## src/hw/rtl/arpc_pkg.sv

```systemverilog
//------------------------------------------------------------------------------
// arpc_pkg
// Shared types and constants of the ARP cache resolver.
//------------------------------------------------------------------------------
`default_nettype none
package arpc_pkg;
    localparam int CACHE_ENTRIES = 16;
    localparam int IDX_W = (CACHE_ENTRIES > 1) ? $clog2(CACHE_ENTRIES) : 1;
    localparam int CNT_W = $clog2(CACHE_ENTRIES + 1);

    localparam logic [1:0] ST_PENDING  = 2'd0;
    localparam logic [1:0] ST_COMPLETE = 2'd1;
    localparam logic [1:0] ST_TIMEOUT  = 2'd2;

    localparam logic [2:0] MODE_PKT     = 3'd0;
    localparam logic [2:0] MODE_RESOLVE = 3'd1;
    localparam logic [2:0] MODE_TICK    = 3'd2;
    localparam logic [2:0] MODE_DELETE  = 3'd3;
    localparam logic [2:0] MODE_CLEAR   = 3'd4;

    localparam logic [1:0] REG_MY_IP   = 2'd0;
    localparam logic [1:0] REG_MY_MAC  = 2'd1;
    localparam logic [1:0] REG_CLIFE   = 2'd2;
    localparam logic [1:0] REG_PLIFE   = 2'd3;

    localparam logic [47:0] MAC_BCAST = 48'hFFFF_FFFF_FFFF;

    // one cache entry as stored in memory (valid kept in flops)
    typedef struct packed {
        logic [31:0] ip;
        logic [47:0] mac;
        logic [1:0]  st;
        logic [31:0] stamp;
    } t_entry;

    typedef struct packed {
        logic             we;
        logic [IDX_W-1:0] waddr;
        t_entry           wdata;
    } t_mem_wr;
endpackage
`default_nettype wire

```

## src/hw/rtl/arpc_table.sv

```systemverilog
//------------------------------------------------------------------------------
// arpc_table
// Entry memory: one write port, one registered read port.
//------------------------------------------------------------------------------
`default_nettype none
module arpc_table
    import arpc_pkg::*;
(
    input  wire logic             i_clk,
    input  wire t_mem_wr          i_wr,
    input  wire logic [IDX_W-1:0] i_raddr,
    output t_entry                o_rdata
);
    t_entry r_mem [CACHE_ENTRIES];

    // write and registered read
    always_ff @(posedge i_clk) begin
        if (i_wr.we) begin
            r_mem[i_wr.waddr] <= i_wr.wdata;
        end
        o_rdata <= r_mem[i_raddr];
    end
endmodule
`default_nettype wire

```

## src/hw/rtl/arp_cache_resolver_core.sv

```systemverilog
//------------------------------------------------------------------------------
// arp_cache_resolver_core
// ARP cache with request/reply handling, resolve, aging, delete and clear.
//------------------------------------------------------------------------------
// Usage: one request on the i_ channel (valid/ready) yields exactly one
// result on the o_ channel (valid/ready). Configuration registers are
// written through i_cfg_we / i_cfg_index / i_cfg_data while idle.
// Each request walks the entry memory once, one entry per cycle over its
// single read port; a clear skips the walk and goes straight to the finish
// state, which raises its result. A changed entry is written back in the
// finish cycle and adds no time. One request is in flight at a time: the
// next request is taken only once the machine has left its output state
// and is idle again. If the receiver stalls, the result holds in the output
// register and no new request is accepted. Reset clears all valid bits, the
// seconds counter and restores lifetimes 600 and 180; the memory needs no
// clearing pass.
//------------------------------------------------------------------------------
`default_nettype none
module arp_cache_resolver_core
    import arpc_pkg::*;
(
    input  wire logic        i_clk,
    input  wire logic        i_rst_n,
    input  wire logic        i_cfg_we,
    input  wire logic [1:0]  i_cfg_index,
    input  wire logic [47:0] i_cfg_data,
    input  wire logic        i_valid,
    output logic             o_ready,
    input  wire logic [2:0]  i_mode,
    input  wire logic [15:0] i_arp_opcode,
    input  wire logic [47:0] i_sender_mac,
    input  wire logic [31:0] i_sender_ip,
    input  wire logic [31:0] i_target_ip,
    output logic             o_valid,
    input  wire logic        i_ready,
    output logic [1:0]       o_action,
    output logic [2:0]       o_status_code,
    output logic [1:0]       o_pkt_opcode,
    output logic [47:0]      o_pkt_sender_mac,
    output logic [31:0]      o_pkt_sender_ip,
    output logic [47:0]      o_pkt_target_mac,
    output logic [31:0]      o_pkt_target_ip
);
    localparam logic [1:0] S_IDLE = 2'd0;
    localparam logic [1:0] S_SCAN = 2'd1;
    localparam logic [1:0] S_FIN  = 2'd2;
    localparam logic [1:0] S_OUT  = 2'd3;

    logic [1:0]  r_state, n_state;
    logic [31:0] r_my_ip;
    logic [47:0] r_my_mac;
    logic [15:0] r_clife, r_plife;
    logic [31:0] r_now;
    logic [CACHE_ENTRIES-1:0] r_vld;

    logic [2:0]  r_mode;
    logic [15:0] r_opc;
    logic [47:0] r_smac;
    logic [31:0] r_sip, r_tip;

    logic [CNT_W-1:0] r_cnt;      // read address counter
    logic             r_rd_vld;   // read data valid this cycle
    logic [IDX_W-1:0] r_rd_idx;   // index of data on read port
    logic             r_found;
    logic [IDX_W-1:0] r_hit_idx;
    logic [1:0]       r_hit_st;
    logic             r_free;
    logic [IDX_W-1:0] r_free_idx;

    t_entry           w_rdata;
    t_mem_wr          w_wr;
    logic [IDX_W-1:0] w_raddr;

    arpc_table u_table (
        .i_clk   (i_clk),
        .i_wr    (w_wr),
        .i_raddr (w_raddr),
        .o_rdata (w_rdata)
    );

    assign o_ready = (r_state == S_IDLE) && (!o_valid || i_ready);
    assign w_raddr = r_cnt[IDX_W-1:0];

    wire w_acc = i_valid && o_ready;
    wire w_last_rd = (r_cnt == CNT_W'(CACHE_ENTRIES - 1));

    // lookup key: resolve/delete use target, packets use sender
    wire [31:0] w_key = (r_mode == MODE_PKT) ? r_sip : r_tip;
    wire        w_match = r_rd_vld && r_vld[r_rd_idx] && (w_rdata.ip == w_key);
    wire [15:0] w_life = (w_rdata.st == ST_COMPLETE) ? r_clife : r_plife;
    wire [31:0] w_age = r_now - w_rdata.stamp;
    wire        w_expire = r_rd_vld && r_vld[r_rd_idx] && (w_rdata.st != ST_TIMEOUT)
                           && (w_age > {16'd0, w_life});

    // final decision
    logic        d_wr, d_set_vld, d_clr_vld, d_full;
    logic [IDX_W-1:0] d_idx;
    t_entry      d_ent;
    logic [1:0]  d_action, d_popc;
    logic [2:0]  d_status;
    logic [47:0] d_psmac, d_ptmac;
    logic [31:0] d_psip, d_ptip;

    always_comb begin
        d_wr = 1'b0; d_set_vld = 1'b0; d_clr_vld = 1'b0; d_full = 1'b0;
        d_idx = r_found ? r_hit_idx : r_free_idx;
        d_ent = '{ip: r_sip, mac: r_smac, st: ST_COMPLETE, stamp: r_now};
        d_action = 2'd0; d_popc = 2'd0; d_status = 3'd0;
        d_psmac = '0; d_psip = '0; d_ptmac = '0; d_ptip = '0;
        unique case (r_mode)
            MODE_PKT: begin
                if (r_opc == 16'd1) begin
                    if (r_found || r_free) begin
                        d_wr = 1'b1; d_set_vld = 1'b1;
                    end else begin
                        d_status = 3'd4;
                    end
                    if (r_tip == r_my_ip) begin
                        d_action = 2'd2; d_popc = 2'd2;
                        d_psmac = r_my_mac; d_psip = r_my_ip;
                        d_ptmac = r_smac; d_ptip = r_sip;
                    end
                end else if (r_opc == 16'd2) begin
                    if (r_sip == r_tip) begin
                        d_status = 3'd2;
                    end else if (r_found) begin
                        d_wr = 1'b1;
                    end
                end else begin
                    d_status = 3'd3;
                end
            end
            MODE_RESOLVE: begin
                d_ent = '{ip: r_tip, mac: MAC_BCAST, st: ST_PENDING, stamp: r_now};
                d_action = 2'd1; d_popc = 2'd1;
                d_psmac = r_my_mac; d_psip = r_sip;
                d_ptmac = MAC_BCAST; d_ptip = r_tip;
                if (r_sip != r_tip) begin
                    if (r_found && r_hit_st == ST_PENDING) begin
                        d_status = 3'd1;
                        d_action = 2'd0; d_popc = 2'd0;
                        d_psmac = '0; d_psip = '0; d_ptmac = '0; d_ptip = '0;
                    end else if (r_found || r_free) begin
                        d_wr = 1'b1; d_set_vld = 1'b1;
                    end else begin
                        d_status = 3'd4;
                    end
                end
            end
            MODE_DELETE: begin
                if (r_found) d_clr_vld = 1'b1;
                else d_status = 3'd5;
            end
            default: begin
            end
        endcase
        d_full = d_wr;
    end

    // memory write: aging during scan, update at finish
    always_comb begin
        w_wr.we = 1'b0;
        w_wr.waddr = r_rd_idx;
        w_wr.wdata = w_rdata;
        if (r_state == S_SCAN && r_mode == MODE_TICK && w_expire) begin
            w_wr.we = 1'b1;
            w_wr.wdata.st = ST_TIMEOUT;
        end else if (r_state == S_FIN && d_full) begin
            w_wr.we = 1'b1;
            w_wr.waddr = d_idx;
            w_wr.wdata = d_ent;
        end
    end

    always_comb begin
        n_state = r_state;
        unique case (r_state)
            S_IDLE: if (w_acc) n_state = (i_mode == MODE_CLEAR) ? S_FIN : S_SCAN;
            S_SCAN: if (r_rd_vld && !r_cnt[CNT_W-1] && r_cnt == CNT_W'(CACHE_ENTRIES))
                        n_state = S_FIN;
            S_FIN:  n_state = S_OUT;
            S_OUT:  n_state = S_IDLE;
            default: n_state = S_IDLE;
        endcase
        if (r_state == S_SCAN && r_rd_vld && r_rd_idx == IDX_W'(CACHE_ENTRIES - 1))
            n_state = S_FIN;
    end

    // control and scan bookkeeping
    always_ff @(posedge i_clk) begin
        if (!i_rst_n) begin
            r_state <= S_IDLE;
            r_my_ip <= '0; r_my_mac <= '0;
            r_clife <= 16'd600; r_plife <= 16'd180;
            r_now <= '0; r_vld <= '0;
            r_cnt <= '0; r_rd_vld <= 1'b0;
            o_valid <= 1'b0;
        end else begin
            r_state <= n_state;
            if (i_cfg_we) begin
                unique case (i_cfg_index)
                    REG_MY_IP:  r_my_ip  <= i_cfg_data[31:0];
                    REG_MY_MAC: r_my_mac <= i_cfg_data;
                    REG_CLIFE:  r_clife  <= i_cfg_data[15:0];
                    REG_PLIFE:  r_plife  <= i_cfg_data[15:0];
                    default: ;
                endcase
            end
            if (o_valid && i_ready) o_valid <= 1'b0;
            if (w_acc) begin
                r_cnt <= '0;
                r_rd_vld <= 1'b0;
                if (i_mode == MODE_TICK) r_now <= r_now + 32'd1;
                if (i_mode == MODE_CLEAR) r_vld <= '0;
            end
            if (r_state == S_SCAN) begin
                r_rd_vld <= !w_last_rd || !r_rd_vld ? (r_cnt < CNT_W'(CACHE_ENTRIES)) : 1'b1;
                if (r_cnt < CNT_W'(CACHE_ENTRIES)) r_cnt <= r_cnt + CNT_W'(1);
            end
            if (r_state == S_FIN) begin
                if (d_set_vld) r_vld[d_idx] <= 1'b1;
                if (d_clr_vld) r_vld[r_hit_idx] <= 1'b0;
                o_valid <= 1'b1;
            end
        end
    end

    // request capture, scan results and output register
    always_ff @(posedge i_clk) begin
        if (w_acc) begin
            r_mode <= i_mode; r_opc <= i_arp_opcode; r_smac <= i_sender_mac;
            r_sip <= i_sender_ip; r_tip <= i_target_ip;
            r_found <= 1'b0; r_free <= 1'b0;
            r_hit_idx <= '0; r_free_idx <= '0; r_hit_st <= ST_PENDING;
        end
        if (r_state == S_SCAN) begin
            r_rd_idx <= r_cnt[IDX_W-1:0];
            if (w_match && !r_found) begin
                r_found <= 1'b1; r_hit_idx <= r_rd_idx; r_hit_st <= w_rdata.st;
            end
            if (r_rd_vld && !r_vld[r_rd_idx] && !r_free) begin
                r_free <= 1'b1; r_free_idx <= r_rd_idx;
            end
        end
        if (r_state == S_FIN) begin
            o_action <= d_action; o_status_code <= d_status; o_pkt_opcode <= d_popc;
            o_pkt_sender_mac <= d_psmac; o_pkt_sender_ip <= d_psip;
            o_pkt_target_mac <= d_ptmac; o_pkt_target_ip <= d_ptip;
        end
    end

`ifndef ASSERT_OFF
    a_one_result: assert property (@(posedge i_clk) disable iff (!i_rst_n)
        (r_state == S_FIN) |=> o_valid) else $error("result not raised");
    a_no_accept_busy: assert property (@(posedge i_clk) disable iff (!i_rst_n)
        (r_state != S_IDLE) |-> !o_ready) else $error("accept while busy");
    a_hold_result: assert property (@(posedge i_clk) disable iff (!i_rst_n)
        (o_valid && !i_ready) |=> o_valid && $stable(o_status_code))
        else $error("result dropped");
`endif
endmodule
`default_nettype wire
```

## config.mk

```make
export PLATFORM = sky130hd
export DESIGN_NAME = arp_cache_resolver_core
export DESIGN_NICKNAME = d
export VERILOG_FILES = /design/src/hw/rtl/arpc_pkg.sv /design/src/hw/rtl/arpc_table.sv /design/src/hw/rtl/arp_cache_resolver_core.sv
export SDC_FILE = /design/constraint.sdc
export NUM_CORES = 2
export LEC_CHECK = 0
export BUFFER_PORTS_ARGS = -buffer_cell sky130_fd_sc_hd__buf_2
export CAP_MARGIN = 10
export CORE_MARGIN = 4
export CORE_UTILIZATION = 55
export CTS_CLUSTER_DIAMETER = 200
export DETAILED_ROUTE_END_ITERATION = 8
export GPL_ROUTABILITY_DRIVEN = 0
export PLACE_DENSITY = 0.82
export SLEW_MARGIN = 40
export SYNTH_ARGS = -nofsm -noshare
export SYNTH_HDL_FRONTEND = slang
export SYNTH_SLANG_ARGS = --single-unit
```

## constraint.sdc

```tcl
create_clock -name i_clk -period 37.1 [get_ports i_clk]
set_clock_uncertainty 0.15 [all_clocks]
set_input_delay 1.855 -clock i_clk [delete_from_list [all_inputs] [get_ports i_clk]]
set_output_delay 1.855 -clock i_clk [all_outputs]
set_load 0.02 [all_outputs]
```

== Word level (Yosys, flattened, before mapping) ==
Memory sizes are Yosys's and may differ from the RTL's. A register that Yosys moved wholly into a read port is not among the register bits.
Index checks and enable logic that the tools add are counted.
Word-level totals
  flip-flop bits (word level): 481
  logic and storage cells: 210
  bits in writable memories: 1824
  memories: 1
  bits in read-only memories: 0
  output and inout bits: 169
  latch bits: 0
Memories
  u_table.r_mem: words 16, bits a word 114, rd ports 1, clocked after memory_dff 1, write ports 1, line arpc_table.sv:14  | t_entry r_mem [CACHE_ENTRIES];
Cells by class
  divide/modulo/power cells: 0
  add/subtract/negate cells: 3
  $mul: 0
  reduce and logical (&&, ||, !) cells: 44
  equality and inequality tests: 26
  bitwise operators: 4
  shift-type cells: 0
  order comparisons: 7
  mux-type cells: 97
Operators by type and width (number)
  $mux 48: 8
  $mux 32: 10
  $pmux 48 s2: 2
  $mux 16: 9
  $pmux 32 s2: 2
  $mux 119: 1
  $mux 114: 1
  $eq 32x32->1: 3
  $mux 84: 1
  $add 32x1->32 const B: 1
  $gt 32x16->1: 1
  $ne 32x32->1: 1
  $sub 32x32->32: 1
  $mux 1: 28
  $mux 4: 7
  $mux 2: 11
  $logic_and 1x1->1: 20
  $mux 3: 6
  $and 16x16->16: 1
  $eq 16x1->1 const B: 1
  $eq 16x2->1 const B: 1
  $not 16->16: 1
  $or 16x16->16: 1
  $lt 4x5->1 const B: 3
  28 further kinds: 60

== Depth between registers and ports, before layout ==
  depth after elaboration: 13
  gate-level depth with buffers: 19

== Modules after synthesis ==
A second synthesis with hierarchy kept.
Unflattened totals
  cell total of the unflattened synthesis: 5221
  area, all modules: 94011.4 µm²
By module, submodules not included
  arpc_table: instances 1, cells each 2916, area an instance 70403.8 µm², sequential area each 57054.7 µm²
  arp_cache_resolver_core: instances 1, cells each 2305, area an instance 23607.6 µm², sequential area each 12632.1 µm²

== Worst setup path after synthesis ==
No wires, ideal clock.
  path type: register to register
  from: register r_state[0]
  to: memory u_table.r_mem[0][0] (netlist bit), enable pin
  stages on the path, launching flop included: 7
  arrival time: 12.722 ns
  setup time: 0.670 ns
  required time: 36.280 ns
  clock period less this slack: 13.543 ns
  slack: 23.557 ns
  cell sequence: dfxtp_1 -> inv_1 -> ha_1 -> nand3_1 -> o21ai_0 -> o21ai_0 -> o41ai_1
Between the ends
  word-level cells in the longest chain between the ends: 6
  elaborated cells between the ends (all ways): 10
  classes of those cells: 2 x eq/ne; 5 x mux; 3 x reduce/logical
RTL lines
  from (decl): line arp_cache_resolver_core.sv:49  | logic [1:0] r_state, n_state;
  from (signal assigned): line arp_cache_resolver_core.sv:199  | r_state <= n_state;
  $eq 2x2->1 / $eq 2x1->1 (equally long branches): line arp_cache_resolver_core.sv:168, arp_cache_resolver_core.sv:165
  $logic_and 1x1->1 (on tied branches): line arp_cache_resolver_core.sv:168, arp_cache_resolver_core.sv:165
  $mux 119 / $logic_and 1x1->1 (equally long branches): line arp_cache_resolver_core.sv:168, arp_cache_resolver_core.sv:165
  $mux 1: line arp_cache_resolver_core.sv:165  | if (r_state == S_SCAN && r_mode == MODE_TICK && w_expire) begin
  $mux 1: line arpc_table.sv:18  | if (i_wr.we) begin
  $mux 1 (implied by the code): line arpc_table.sv:19  | r_mem[i_wr.waddr] <= i_wr.wdata;
  to (decl): line arpc_table.sv:14
Parallel ways exist; a longest one is shown, timed or not.

== Worst setup path after layout ==
  from: register r_now[0]
  to: memory u_table.r_mem[0][98] (netlist bit), enable pin
Between the ends
  word-level cells in the longest chain between the ends: 7
  elaborated cells between the ends (all ways): 8
  classes of those cells: 1 x add/sub; 1 x order compare; 4 x mux; 2 x reduce/logical
RTL lines
  from (decl): line arp_cache_resolver_core.sv:53  | logic [31:0] r_now;
  from (signal assigned): line arp_cache_resolver_core.sv:213  | if (i_mode == MODE_TICK) r_now <= r_now + 32'd1;
  $sub 32x32->32 (*): line arp_cache_resolver_core.sv:91  | wire [31:0] w_age = r_now - w_rdata.stamp;
  $gt 32x16->1 (*): line arp_cache_resolver_core.sv:93  | && (w_age > {16'd0, w_life});
  $logic_and 1x1->1 (*): line arp_cache_resolver_core.sv:93
  $logic_and 1x1->1 (*): line arp_cache_resolver_core.sv:165
  $mux 1: line arp_cache_resolver_core.sv:165
  $mux 1: line arpc_table.sv:18
  $mux 1 (implied by the code): line arpc_table.sv:19
Every way passes the cells marked *; elsewhere a longest branch is shown, timed or not.

==> metrics.yaml <==
status:
  status: "completed"
min_path:
  holdPathEnd: "r_my_mac[4]"
  min_from: "r_my_mac[4]"
  whs_path_depth: 2
  hp-class: "reg2reg"
finish:
  final-seq-area_um2: 45680
  finalNetCount: 4431
  fill_cells: 7427
  multi_input_area_um2: 17920
  drive_gt1_share_pct: 25.19
  area_growth_pct: 14.62
timing:
  setup_tns_ns: 0
  rsz0062_at_grt: "false"
  setup_viol: 0
  whs_ns: 0.3093
  drv_slew: 0
  tightest_slew_ns: 0.9260
  fmax_mhz: 149.7
  min_period_ns: 6.680
  slew_headroom_pct: 36.50
  fin_ws_ns: 30.42
  hold_viol_final: 0
  fin_crit_sh_pct: 18.01
clock_network:
  cts_setup_buffers: 0
  h-tree-depth: 4
  numCtsBuffers: 150
  cts_max_path_buffers: 3
  tritoncts: "done"
  postCtsHoldBufs: 0
  root_buffer: "clkbuf_16"
  clk-insertion-delay-late_ns: 0.78
  path_clk_slew_ns: 0.06
  clock-sinks: 1603
  ctsResizeCount: 0
synthesis:
  yosys.area_share.xor_xnor_pct: 1.912
  netlist_area_um2: 64140
  yosys_warnings: 0
  avgSynthCellArea_um2: 16.96
  synth_edf_count: 1356
  synth.distinct_cells: 78
  ys_ff_latch: 1603
  synthDominantCellAreaShare_pct: 63.48
  async_reset_ff_share_pct: 0
  synthCells: 3783
  yosys.area_share.adder_pct: 1.065
  yosys-top-cells-area: "edfxtp_1, mux4_2, dfxtp_1, nand2_1, xor2_1"
  synth_top_family_by_area: "multiplexers"
  ys_seq_area_share_pct: 71.19
  synth_area_leader_cell: "edfxtp_1"
  synth-simple-area-share_pct: 5.776
  ys.flop_type: "edfxtp_1"
  syn_nets: 4023
  synth-compound-area-share_pct: 5.856
  synth.area.mux_share_pct: 12.62
place:
  port_buffers: 354
  pre_cts_slack_ns: 30.42
  hpwl_um: 108400
detailed_routing:
  routed_wl_um: 183700
  ant_nets: 0
  drc: 0
  wl_per_cell_um: 31.39
  viasPerCell: 6.633
  drt-initial-drc-count: 6173
  via_count: 38825
  firstDrtPassIters: 9
setup_path:
  reg2reg_from: "r_now[0]"
  rr_endpoint: "u_table.r_mem[0][98]"
  crit_required_ns: 37.34
  slowest_delay_ns: 0.68
  cp_slowest_cell: "buf_4"
  crit_fanout: 43
  start_kind: "register"
  critPathLaunch: "r_now[0]"
  endpoint_kind: "register"
  worstSetupPathType: "reg2reg"
  ff2ff_path_depth: 22
  r2r_slack_ns: 30.42
  path_cells: "inv_1 -> ha_1 -> fa_1 -> nand2b_1 -> a21oi_1 -> o211ai_1 -> nand2_1 -> a31oi_1 -> xnor2_1 -> ha_1 -> nand4_1 -> or4_1 -> a21oi_1 -> a2111oi_1 -> o2111ai_1 -> a211o_1 -> nand4bb_1 -> nor3_4 -> buf_6 -> o41ai_2 -> buf_4 -> buf_4"
  arrival_ns: 6.92
power_and_ir_drop:
  power.leakage_uw: 0.02468
  peakVddDrop_mv: 0.04730
  powerDensity_nw_per_um2: 61.58
global_route:
  grt_max_degree: 124
  antenna_found_initial: 13
  grt_overflow: 0
  grt_pass1_vias: 38631
  grt_pass1_wl_um: 264200
  grt_use_total_pct: 29.66
flow_run:
  cap_viol_max_count: 0
floorplan:
  pin_count: 355
  core-area_um2: 116000
  rows: 125
  fp.dieW_um: 349.5
  dieArea_um2: 122200
  initial_core_util_pct: 55.27
  die_y_um: 349.5
[critical path: cells and delay by family (launching register included)]
family | cells | cell delay, ns
buffers and inverters | 4 | 1.48
flip-flops | 1 | 0.41
XOR/XNOR | 1 | 0.15
AO/OA/AOI/OAI | 8 | 1.85
AND/OR/NAND/NOR | 6 | 1.26
adder cells (fa/ha/maj) | 3 | 0.94
[registers in the layout, summed over array words and instances (netlist names), 3 cells and up]
signal	flops
r_tip	32
r_vld	16
o_pkt_sender_mac	48
o_pkt_sender_ip	32
r_rd_idx	4
o_status_code	3
r_cnt	5
r_sip	32
r_free_idx	4
r_my_ip	32
r_mode	3
u_table.r_mem	1056
r_hit_idx	4
r_opc	16
o_pkt_target_mac	48
r_now	32
r_smac	48
r_clife	16
r_my_mac	48
o_pkt_target_ip	32
r_plife	16
u_table.o_rdata	66
[synthesized netlist by cell type (31+ instances only)]
cell and count:
and2_1 31, o21ai_0 92, mux2i_1 54, clkbuf_1 139, buf_1 37, dfxtp_1 247, edfxtp_1 1356, nand3_1 45
nor2b_1 66, a22o_1 65, a21boi_0 116, a21oi_1 58, a31oi_1 36, mux4_2 335, nand4_1 34, xor2_1 110
inv_1 61, ha_1 53, nor2_1 95, nand2_1 421, a21o_1 63
[placed cells by master (no fill, tap or decap), types with 64 or more instances in the layout]
| cell type | instances |
|---|---|
| nand2_1 | 421 |
| a21boi_0 | 116 |
| buf_2 | 354 |
| clkbuf_16 | 154 |
| nor2b_1 | 64 |
| o21ai_0 | 82 |
| a22o_1 | 65 |
| mux4_2 | 335 |
| xor2_1 | 110 |
| nor2_1 | 92 |
| edfxtp_1 | 1356 |
| dfxtp_1 | 243 |
[metal layers]
metal | track usage [%] | vias up | wire, µm
li1 | - | 15593 | -
met1 | 35.91 | 19171 | 59570
met2 | 48.55 | 3301 | 88780
met3 | 7.267 | 750 | 21850
met4 | 18.08 | 10 | 13440
met5 | 0 | - | 63
[final cells by class]
class / count / area share (%)
antenna: 9 / 0.03063
clock buffer: 200 / 5.653
clock inverter: 81 / 1.110
inverter: 62 / 0.3233
multi-input combinational: 1921 / 24.38
sequential: 1603 / 62.13
tap: 1524 / 2.594
timing repair buffer: 453 / 3.783
[power breakdown]
part,internal (µW),switching (µW),leakage (µW)
combinational,275,454,0.00791
sequential,2130,108,0.0144
clock,863,698,0.00240
[worst max-delay path by stage]
stage	end	slack (ns)
final	u_table.r_mem[0][98]	30.42
after global routing	u_table.r_mem[0][98]	29.96
after CTS	u_table.r_mem[14][16]	30.34
after detailed placement	u_table.r_mem[14][19]	30.42
after global placement	u_table.r_mem[14][19]	30.48
after floorplan	u_table.r_mem[0][0]	23.56
[through the flow]
stage	utilization [%]	instance area (µm²)	std cells	total power [µW]
2_1_floorplan	-	64140	3783	2695
3_3_place_gp	58.58	67980	5550	2934
3_5_place_dp	58.90	68350	5559	2963
4_1_cts	63.18	73320	5840	4508
5_1_grt	63.34	73510	5848	4657
6_report	63.36	73520	5853	4527
[kinds of logic after synthesis]
group / after synthesis
DFF: 1603
and+or+nand+nor: 802
AOI/OAI and AO/OA: 535
muxes: 390
buffers and inverters: 259
xor gates and xnor gates: 140
adders and majority gates: 54
(Power assumes the default switching activity.)
